$ cat src/rtl/sdt_pkg.sv
// Shared types, constants and codes for the switch debounce and throttle block.
// Used by sdt_judge and switch_debounce_throttle; depends on nothing.
`timescale 1ns / 1ps

package sdt_pkg;

  // Number of matrix switches that have per-switch state.
  localparam int unsigned NUM_SWITCHES = 64;
  localparam int unsigned SW_IDX_W = (NUM_SWITCHES > 1) ? $clog2(NUM_SWITCHES) : 1;

  // Field widths fixed by the interface.
  localparam int unsigned SW_W    = 7;
  localparam int unsigned TIME_W  = 32;
  localparam int unsigned CFG_W   = 16;
  localparam int unsigned CFG_IDX_W = 2;

  // Timing registers count in 100 us units.
  localparam int unsigned UNIT_US = 100;
  localparam int unsigned THR_W   = $clog2(((1 << CFG_W) - 1) * UNIT_US + 1);

  // Configuration register indexes.
  localparam logic [CFG_IDX_W-1:0] REG_PRESS_TIME    = 2'd0;
  localparam logic [CFG_IDX_W-1:0] REG_RELEASE_TIME  = 2'd1;
  localparam logic [CFG_IDX_W-1:0] REG_THROTTLE_TIME = 2'd2;

  typedef enum logic [1:0] {
    VERDICT_PASS     = 2'd0,
    VERDICT_REJECT   = 2'd1,
    VERDICT_THROTTLE = 2'd2
  } verdict_t;

  // One switch's stored state.
  typedef struct packed {
    logic              throttle_flag;
    logic [TIME_W-1:0] press_stamp;
    logic [TIME_W-1:0] change_stamp;
  } entry_t;

  // Thresholds already scaled to microseconds.
  typedef struct packed {
    logic [THR_W-1:0] press;
    logic [THR_W-1:0] release_thr;
    logic [THR_W-1:0] throttle;
  } thr_t;

endpackage

$ cat src/rtl/sdt_ram.sv
// Generic single-port-write, single-port-read RAM with a registered read.
// No dependencies; used for the per-switch state store.
`timescale 1ns / 1ps

module sdt_ram #(
  parameter int unsigned WIDTH = 8,
  parameter int unsigned DEPTH = 16,
  parameter int unsigned ADDR_W = (DEPTH > 1) ? $clog2(DEPTH) : 1
) (
  input  logic              clk,
  input  logic              we,
  input  logic [ADDR_W-1:0] waddr,
  input  logic [WIDTH-1:0]  wdata,
  input  logic              re,
  input  logic [ADDR_W-1:0] raddr,
  output logic [WIDTH-1:0]  rdata
);

  logic [WIDTH-1:0] mem [DEPTH];
  logic [WIDTH-1:0] rdata_r;

  always_ff @(posedge clk) begin
    if (we) begin
      mem[waddr] <= wdata;
    end
    if (re) begin
      rdata_r <= mem[raddr];
    end
  end

  assign rdata = rdata_r;

endmodule

$ cat src/rtl/sdt_judge.sv
// Per-event decision logic: edge debounce followed by the press throttle.
// Depends on sdt_pkg for the entry, threshold and verdict types.
`timescale 1ns / 1ps

module sdt_judge (
  input  logic                      pressed,
  input  logic [sdt_pkg::TIME_W-1:0] now_us,
  input  sdt_pkg::thr_t             thr,
  input  sdt_pkg::entry_t           cur,
  output sdt_pkg::entry_t           nxt,
  output sdt_pkg::verdict_t         verdict
);

  logic [sdt_pkg::TIME_W-1:0] since_change;
  logic [sdt_pkg::TIME_W-1:0] since_press;

  assign since_change = now_us - cur.change_stamp;
  assign since_press  = now_us - cur.press_stamp;

  always_comb begin
    nxt     = cur;
    verdict = sdt_pkg::VERDICT_PASS;
    if (pressed) begin
      if (since_change < sdt_pkg::TIME_W'(thr.press)) begin
        // A bouncing press restarts the stable-time window.
        nxt.change_stamp = now_us;
        verdict          = sdt_pkg::VERDICT_REJECT;
      end else if (since_press < sdt_pkg::TIME_W'(thr.throttle)) begin
        nxt.throttle_flag = 1'b1;
        verdict           = sdt_pkg::VERDICT_THROTTLE;
      end else begin
        nxt.press_stamp = now_us;
      end
    end else begin
      if (since_change < sdt_pkg::TIME_W'(thr.release_thr)) begin
        verdict = sdt_pkg::VERDICT_REJECT;
      end else if (cur.throttle_flag) begin
        // The release that matches a throttled press is swallowed too.
        nxt.throttle_flag = 1'b0;
        verdict           = sdt_pkg::VERDICT_THROTTLE;
      end
    end
  end

endmodule

$ cat src/rtl/switch_debounce_throttle.sv
// Top level of the switch-matrix event debouncer and press throttle.
// Depends on sdt_pkg, sdt_ram and sdt_judge.
`timescale 1ns / 1ps

// Usage
// Each input item is one switch edge: a switch number from one, a press or
// release flag, and a free-running microsecond timestamp. Every input item
// yields exactly one result item that echoes the switch and edge kind and
// carries a verdict: passed, rejected (by the edge debounce or for an
// out-of-range switch), or suppressed by the throttle. Both channels use valid
// and stall; an item moves at a clock edge where valid is high and stall is low.
// The three timing registers are written through the cfg port in 100 us units
// and are scaled to microseconds when written. Write them only while idle.
// An accepted item passes through the decision stage register and then the
// result register. Throughput is one item per cycle while the receiver does
// not stall, set by the single read of the per-switch state RAM at accept and
// its write-back as the item leaves the decision stage; a write-back register
// forwards state to a following item of the same switch.
// Reset clears the timing registers, the pipeline and the per-entry valid
// bits; an entry never written since reset reads as all zero, so no clearing
// pass is needed. When the receiver stalls, the result register holds and
// one more item can still be taken into the decision stage; only then does
// in_stall rise.

module switch_debounce_throttle (
  input  logic                          clk,
  input  logic                          rst_n,
  // Configuration write port.
  input  logic                          cfg_we,
  input  logic [sdt_pkg::CFG_IDX_W-1:0] cfg_index,
  input  logic [sdt_pkg::CFG_W-1:0]     cfg_data,
  // Input channel.
  input  logic                          in_valid,
  output logic                          in_stall,
  input  logic [sdt_pkg::SW_W-1:0]      in_switch_number,
  input  logic                          in_pressed,
  input  logic [sdt_pkg::TIME_W-1:0]    in_now_us,
  // Result channel.
  output logic                          out_valid,
  input  logic                          out_stall,
  output logic [sdt_pkg::SW_W-1:0]      out_switch_out,
  output logic                          out_pressed_out,
  output logic [1:0]                    out_verdict
);

  // Thresholds in microseconds.
  sdt_pkg::thr_t thr_r;

  // Decision stage register.
  logic                            s1_valid_r;
  logic [sdt_pkg::SW_W-1:0]        s1_sw_r;
  logic                            s1_pressed_r;
  logic [sdt_pkg::TIME_W-1:0]      s1_now_r;
  logic [sdt_pkg::SW_IDX_W-1:0]    s1_idx_r;
  logic                            s1_in_range_r;

  // Result register.
  logic                            out_valid_r;
  logic [sdt_pkg::SW_W-1:0]        out_sw_r;
  logic                            out_pressed_r;
  sdt_pkg::verdict_t               out_verdict_r;

  // Per-entry valid bits and the last write, kept for forwarding.
  logic [sdt_pkg::NUM_SWITCHES-1:0] valid_r;
  logic                             fwd_valid_r;
  logic [sdt_pkg::SW_IDX_W-1:0]     fwd_idx_r;
  sdt_pkg::entry_t                  fwd_entry_r;

  logic                            in_accept;
  logic                            out_load;
  logic [sdt_pkg::SW_IDX_W-1:0]    in_idx;
  logic                            in_range;
  logic                            ram_we;
  sdt_pkg::entry_t                 ram_rdata;
  sdt_pkg::entry_t                 cur_entry;
  sdt_pkg::entry_t                 nxt_entry;
  sdt_pkg::verdict_t               judge_verdict;
  sdt_pkg::verdict_t               final_verdict;
  logic [sdt_pkg::THR_W-1:0]       cfg_scaled;

  // Handshake. The decision stage empties whenever the result register is
  // free or being taken.
  assign out_load  = s1_valid_r && !(out_valid_r && out_stall);
  assign in_stall  = s1_valid_r && !out_load;
  assign in_accept = in_valid && !in_stall;

  // Switches are numbered from one; zero and anything above the switch count
  // are out of range and touch no state.
  assign in_range = (in_switch_number != '0) &&
                    (32'(in_switch_number) <= sdt_pkg::NUM_SWITCHES);
  assign in_idx   = sdt_pkg::SW_IDX_W'(32'(in_switch_number) - 32'd1);

  assign cfg_scaled = sdt_pkg::THR_W'(32'(cfg_data) * sdt_pkg::UNIT_US);

  always_ff @(posedge clk) begin
    if (!rst_n) begin
      thr_r <= '0;
    end else if (cfg_we) begin
      case (cfg_index)
        sdt_pkg::REG_PRESS_TIME:    thr_r.press       <= cfg_scaled;
        sdt_pkg::REG_RELEASE_TIME:  thr_r.release_thr <= cfg_scaled;
        sdt_pkg::REG_THROTTLE_TIME: thr_r.throttle    <= cfg_scaled;
        default: begin
        end
      endcase
    end
  end

  // State store, read when an item is accepted.
  sdt_ram #(
    .WIDTH ($bits(sdt_pkg::entry_t)),
    .DEPTH (sdt_pkg::NUM_SWITCHES)
  ) u_state_ram (
    .clk   (clk),
    .we    (ram_we),
    .waddr (s1_idx_r),
    .wdata (nxt_entry),
    .re    (in_accept),
    .raddr (in_idx),
    .rdata (ram_rdata)
  );

  // The write of the item ahead lands on the same edge as this item's read,
  // so the RAM returns the older value; the forwarding register covers it.
  always_comb begin
    if (fwd_valid_r && (fwd_idx_r == s1_idx_r)) begin
      cur_entry = fwd_entry_r;
    end else if (valid_r[s1_idx_r]) begin
      cur_entry = ram_rdata;
    end else begin
      cur_entry = '0;
    end
  end

  sdt_judge u_judge (
    .pressed (s1_pressed_r),
    .now_us  (s1_now_r),
    .thr     (thr_r),
    .cur     (cur_entry),
    .nxt     (nxt_entry),
    .verdict (judge_verdict)
  );

  assign final_verdict = s1_in_range_r ? judge_verdict : sdt_pkg::VERDICT_REJECT;
  assign ram_we        = out_load && s1_in_range_r;

  always_ff @(posedge clk) begin
    if (!rst_n) begin
      s1_valid_r  <= 1'b0;
      out_valid_r <= 1'b0;
      valid_r     <= '0;
      fwd_valid_r <= 1'b0;
    end else begin
      if (in_accept) begin
        s1_valid_r <= 1'b1;
      end else if (out_load) begin
        s1_valid_r <= 1'b0;
      end
      if (out_load) begin
        out_valid_r <= 1'b1;
      end else if (!out_stall) begin
        out_valid_r <= 1'b0;
      end
      if (ram_we) begin
        valid_r[s1_idx_r] <= 1'b1;
        fwd_valid_r       <= 1'b1;
      end
    end
  end

  // Payload registers.
  always_ff @(posedge clk) begin
    if (in_accept) begin
      s1_sw_r       <= in_switch_number;
      s1_pressed_r  <= in_pressed;
      s1_now_r      <= in_now_us;
      s1_idx_r      <= in_idx;
      s1_in_range_r <= in_range;
    end
    if (out_load) begin
      out_sw_r      <= s1_sw_r;
      out_pressed_r <= s1_pressed_r;
      out_verdict_r <= final_verdict;
    end
    if (ram_we) begin
      fwd_idx_r   <= s1_idx_r;
      fwd_entry_r <= nxt_entry;
    end
  end

  assign out_valid       = out_valid_r;
  assign out_switch_out  = out_sw_r;
  assign out_pressed_out = out_pressed_r;
  assign out_verdict     = out_verdict_r;

  // A rejected press must restart its stable-time window at the event time.
  a_reject_restamps: assert property (@(posedge clk) disable iff (!rst_n)
    ram_we && s1_pressed_r && (judge_verdict == sdt_pkg::VERDICT_REJECT)
    |-> nxt_entry.change_stamp == s1_now_r)
    else $error("rejected press did not restamp its switch");

  // Releases never move either stamp.
  a_release_keeps_stamps: assert property (@(posedge clk) disable iff (!rst_n)
    ram_we && !s1_pressed_r
    |-> (nxt_entry.press_stamp == cur_entry.press_stamp) &&
        (nxt_entry.change_stamp == cur_entry.change_stamp))
    else $error("release changed a stamp");

  // Once written, an entry stays valid.
  a_written_valid: assert property (@(posedge clk) disable iff (!rst_n)
    ram_we |=> valid_r[$past(s1_idx_r)])
    else $error("written entry not marked valid");

  // Out-of-range switch numbers come out rejected.
  a_range_reject: assert property (@(posedge clk) disable iff (!rst_n)
    out_load && !s1_in_range_r |=> out_verdict == sdt_pkg::VERDICT_REJECT)
    else $error("out-of-range switch not rejected");

endmodule
$ cat config.mk
export PLATFORM = sky130hd
export DESIGN_NAME = switch_debounce_throttle
export DESIGN_NICKNAME = d
export VERILOG_FILES = /design/src/rtl/sdt_pkg.sv /design/src/rtl/sdt_ram.sv /design/src/rtl/sdt_judge.sv /design/src/rtl/switch_debounce_throttle.sv
export SDC_FILE = /design/constraint.sdc
export NUM_CORES = 2
export LEC_CHECK = 0
export ABC_AREA = 1
export ABC_CLOCK_PERIOD_IN_PS = 7660
export BUFFER_PORTS_ARGS = -buffer_cell sky130_fd_sc_hd__buf_2
export CAP_MARGIN = 0
export CORE_AREA = 2 2 582 584
export CTS_CLUSTER_DIAMETER = 150
export DETAILED_ROUTE_END_ITERATION = 8
export DIE_AREA = 0 0 584 586
export HOLD_SLACK_MARGIN = 0.1
export MAX_ROUTING_LAYER = met4
export PLACE_DENSITY = 0.7
export SLEW_MARGIN = 20
export SYNTH_ARGS = -nofsm -noshare
export SYNTH_HDL_FRONTEND = slang
export SYNTH_MEMORY_MAX_BITS = 65536
export SYNTH_SLANG_ARGS = --single-unit
$ cat constraint.sdc
create_clock -name clk -period 7.66 [get_ports clk]
set_input_delay 0 -clock clk [delete_from_list [all_inputs] [get_ports clk]]
set_output_delay 0 -clock clk [all_outputs]
set_load 0.05 [all_outputs]
==> flow_summary.toml <==
[cts]
insertion_delay_ns = 1.04
cts_max_level = 5
cts_tree = "yes"
clock-root-buffer = "clkbuf_16"
cts_setup_buffers = 0
clock_sinks = 4483
cts_buffers = 433
clkSlewWorstSetupHoldPaths_ns = 0.06
clock_path_buffers = 4

[sta]
finalSetupTns_ns = 0
tightest_slew_ns = 1.32
period_needed_ns = 7.23
holdWs_ns = 0.173
slew_viol_final = 0
setup_viol = 0
fin_worst_skew_ns = 0.121
fmax_ghz = 0.138
rsz0062_at_grt = "no"
hold_violations = 0
slew_headroom = 0.117
period_share = 0.943

[job]
maxCapViolCount = 0

[global_routing]
grt_max_degree = 200
grt_first_pass_wirelength_um = 840000
grt_overflow = 0
grt_antenna_before_repair = 31
track_usage = 0.353
grt_pass1_vias = 116000

[power]
p_leak_nw = 67.5
p_per_area_nw_per_um2 = 267
internal_power_mw = 41.1
clkPwrFrac = 0.401
peakVddDrop_uv = 229
p_seq_frac = 0.502
p_total_mw = 54.4
swShare = 0.245
p_sw_mw = 13.3
combPwrFrac = 0.097

[yosys]
synth_commonest_cells = "4353 x edfxtp_1, 3102 x nor2_1, 2839 x o21ai_0"
yosysWarnings = 0
yosysTopAreaCell = "edfxtp_1"
synth_top_area_frac = 0.722
synth_cell_types = 45
yosysSeqAreaShare = 0.737
syn_inst = 14500
synth_seq_cells = 4483
synth_fp_nets = 14700
syn_area_per_cell_um2 = 12.5
postSynth.asyncResetShare = 0
yosysMostFrequentCell = "edfxtp_1"
synthFlopType = "edfxtp_1"
syn-cell-area_um2 = 181000
synth_edf_count = 4353
synth.area.top_cells = "edfxtp_1 72%, o21ai_0 7.9%, nor2_1 6.4%, o22ai_1 4.7%, clkbuf_1 1.9%"

[final_layout]
area_delta_synth_final_pct = 12.6
utilization = 0.607
nets = 14700
drive_gt1_frac = 0.0825

[worst_setup_path]
cp-start-kind = "flop"
path_class = "reg -> reg"
slowest_stage = "edfxtp_1"
arrival_ns = 8.01
cpPeakStageDelay_ns = 0.58
worstPathRequired_ns = 8.45
worstPathMaxFanout = 40
endpoint_kind = "flop"
cpMostUsedCell = "nand2_1"

[die]
core_area_um2 = 336000
std_cell_rows = 213
dieWidth_um = 584
die_area_um2 = 342000
initial_core_util = 0.539
num_io_pins = 75
die_height_um = 586

[placement]
place_congestion = 1.00
port_buffers = 74
place_hpwl_um = 303000

[route]
firstDrtPassIters = 8
drt_iter0_drc = 24100
routed_via_density = 6.66
ant_nets = 0
drc_errors = 0
wl_per_cell_um = 31.2
vias = 128000
drt_wl_total_um = 602000

[status]
status = "finished, final reports clean"

[hold_path]
min_path_type = "in -> reg"
[metal layers]
layer	GRT usage	routed length [µm]	up-vias
met5	-	0	-
met2	0.515	264000	10400
met3	0.0878	91600	1722
li1	-	-	53400
met4	0.153	30600	0
met1	0.474	215000	62800
[layout make-up]
type | instances | area, µm²
diodes | 39 | 97.6
clock buffers | 524 | 11400
clock inverters | 278 | 3020
fillers | 25200 | 132000
inverters | 415 | 1610
multi-input cells | 8599 | 43300
flip-flops and latches | 4483 | 133000
well taps | 4407 | 5510
repair buffers | 526 | 5470
[flip-flops by register name (all words and copies together) (netlist names)]
name / cells
u_state_ram.rdata: 65
s1_pressed_r: 1
s1_now_r: 32
valid_r: 64
u_state_ram.mem: 4160
fwd_valid_r: 1
fwd_idx_r: 6
fwd_entry_r: 65
s1_valid_r: 1
out_pressed_out: 1
s1_idx_r: 6
out_switch_out: 7
s1_in_range_r: 1
s1_sw_r: 7
out_verdict: 2
out_valid: 1
thr_r: 63
[cell families (layout without fill, tap and decap cells)]
group,after synthesis,count (layout),synth area share
flip-flops,4483,4483,0.737
AND/OR/NAND/NOR,3790,3790,0.0805
adder cells (fa/ha/maj),186,186,0.0133
XOR/XNOR,67,67,0.00324
buffers and inverters,1391,1743,0.0294
other,0,39,0
AO/OA/AOI/OAI,4556,4556,0.137
[final timing paths]
check                             start                                 to  slack (ns)  depth (start not counted)
setup / recovery  s1_idx_r[0]$_DFFE_PP_  u_state_ram.mem[27][14]$_DFFE_PP_        0.43                         33
hold / removal      in_switch_number[3]            s1_in_range_r$_DFFE_PP_        0.17                          6
setup reg to reg  s1_idx_r[0]$_DFFE_PP_  u_state_ram.mem[27][14]$_DFFE_PP_        0.43                         33
hold reg to reg    s1_sw_r[1]$_DFFE_PP_        out_switch_out[1]$_DFFE_PP_        0.42                          0
[repair_timing]
| item | in CTS | in global routing |
|---|---|---|
| gates resized for setup | 0 | 3 |
| endpoints found under the hold margin | 212 | 0 |
| hold buffers | 108 | 0 |
| setup endpoints to repair | 0 | 2251 |
[power groups by stage]
stage          logic (mW)  registers [mW]  clock network (mW)
5_1_grt              5.65            27.3                22.8
3_3_place_gp         4.95            27.8                   0
6_report             5.29            27.3                21.8
3_5_place_dp         5.00            27.8                   0
4_1_cts              5.08            27.3                21.8
2_1_floorplan        3.11            27.8                   0
[placed cells by master (no fill, tap or decap), drive strengths merged]
cell         Yosys  routed
nand3b           7       7
o21bai           3       3
buf             66     419
clkinv           4     198
xor2            50      50
a31oi           60      60
clkbuf         910     524
a21o             6       6
xnor2           17      17
or2              4       4
nand2          532     532
a21boi           2       2
o21a             6       6
o22ai         1345    1345
nand4           17      17
nor2          3107    3107
inv            411     422
dlygate4sd3      0     107
clkinvlp         0      18
o211ai           9       9
o21ai         2880    2880
o221ai          22      22
a2111oi          3       3
nor3            23      23
edfxtp        4353    4353
bufinv           0      55
diode            0      39
nand3           90      90
dfxtp          130     130
and3             3       3
fa              11      11
nor4             4       4
a211oi           7       7
and2             2       2
nor3b            1       1
ha             175     175
a21oi          213     213
[metrics by stage]
step | worst slack [ns] | cells | area (µm²)
6_report | 0.435 | 19300 | 204000
5_1_grt | 0.0738 | 19300 | 204000
4_1_cts | 0.343 | 19200 | 204000
3_5_place_dp | 0.440 | 18300 | 188000
3_3_place_gp | 0.481 | 18300 | 188000
2_1_floorplan | 0.923 | 14500 | 181000
[critical path: cells and delay by family (launching register included)]
family / cells / cell delay (ns)
AOI/OAI and AO/OA: 6 / 2.03
adders and majority gates: 1 / 0.42
buffers and inverters: 7 / 1.52
DFF: 1 / 0.58
and+or+nand+nor: 19 / 2.28
Power figures use the tool's default switching activity.
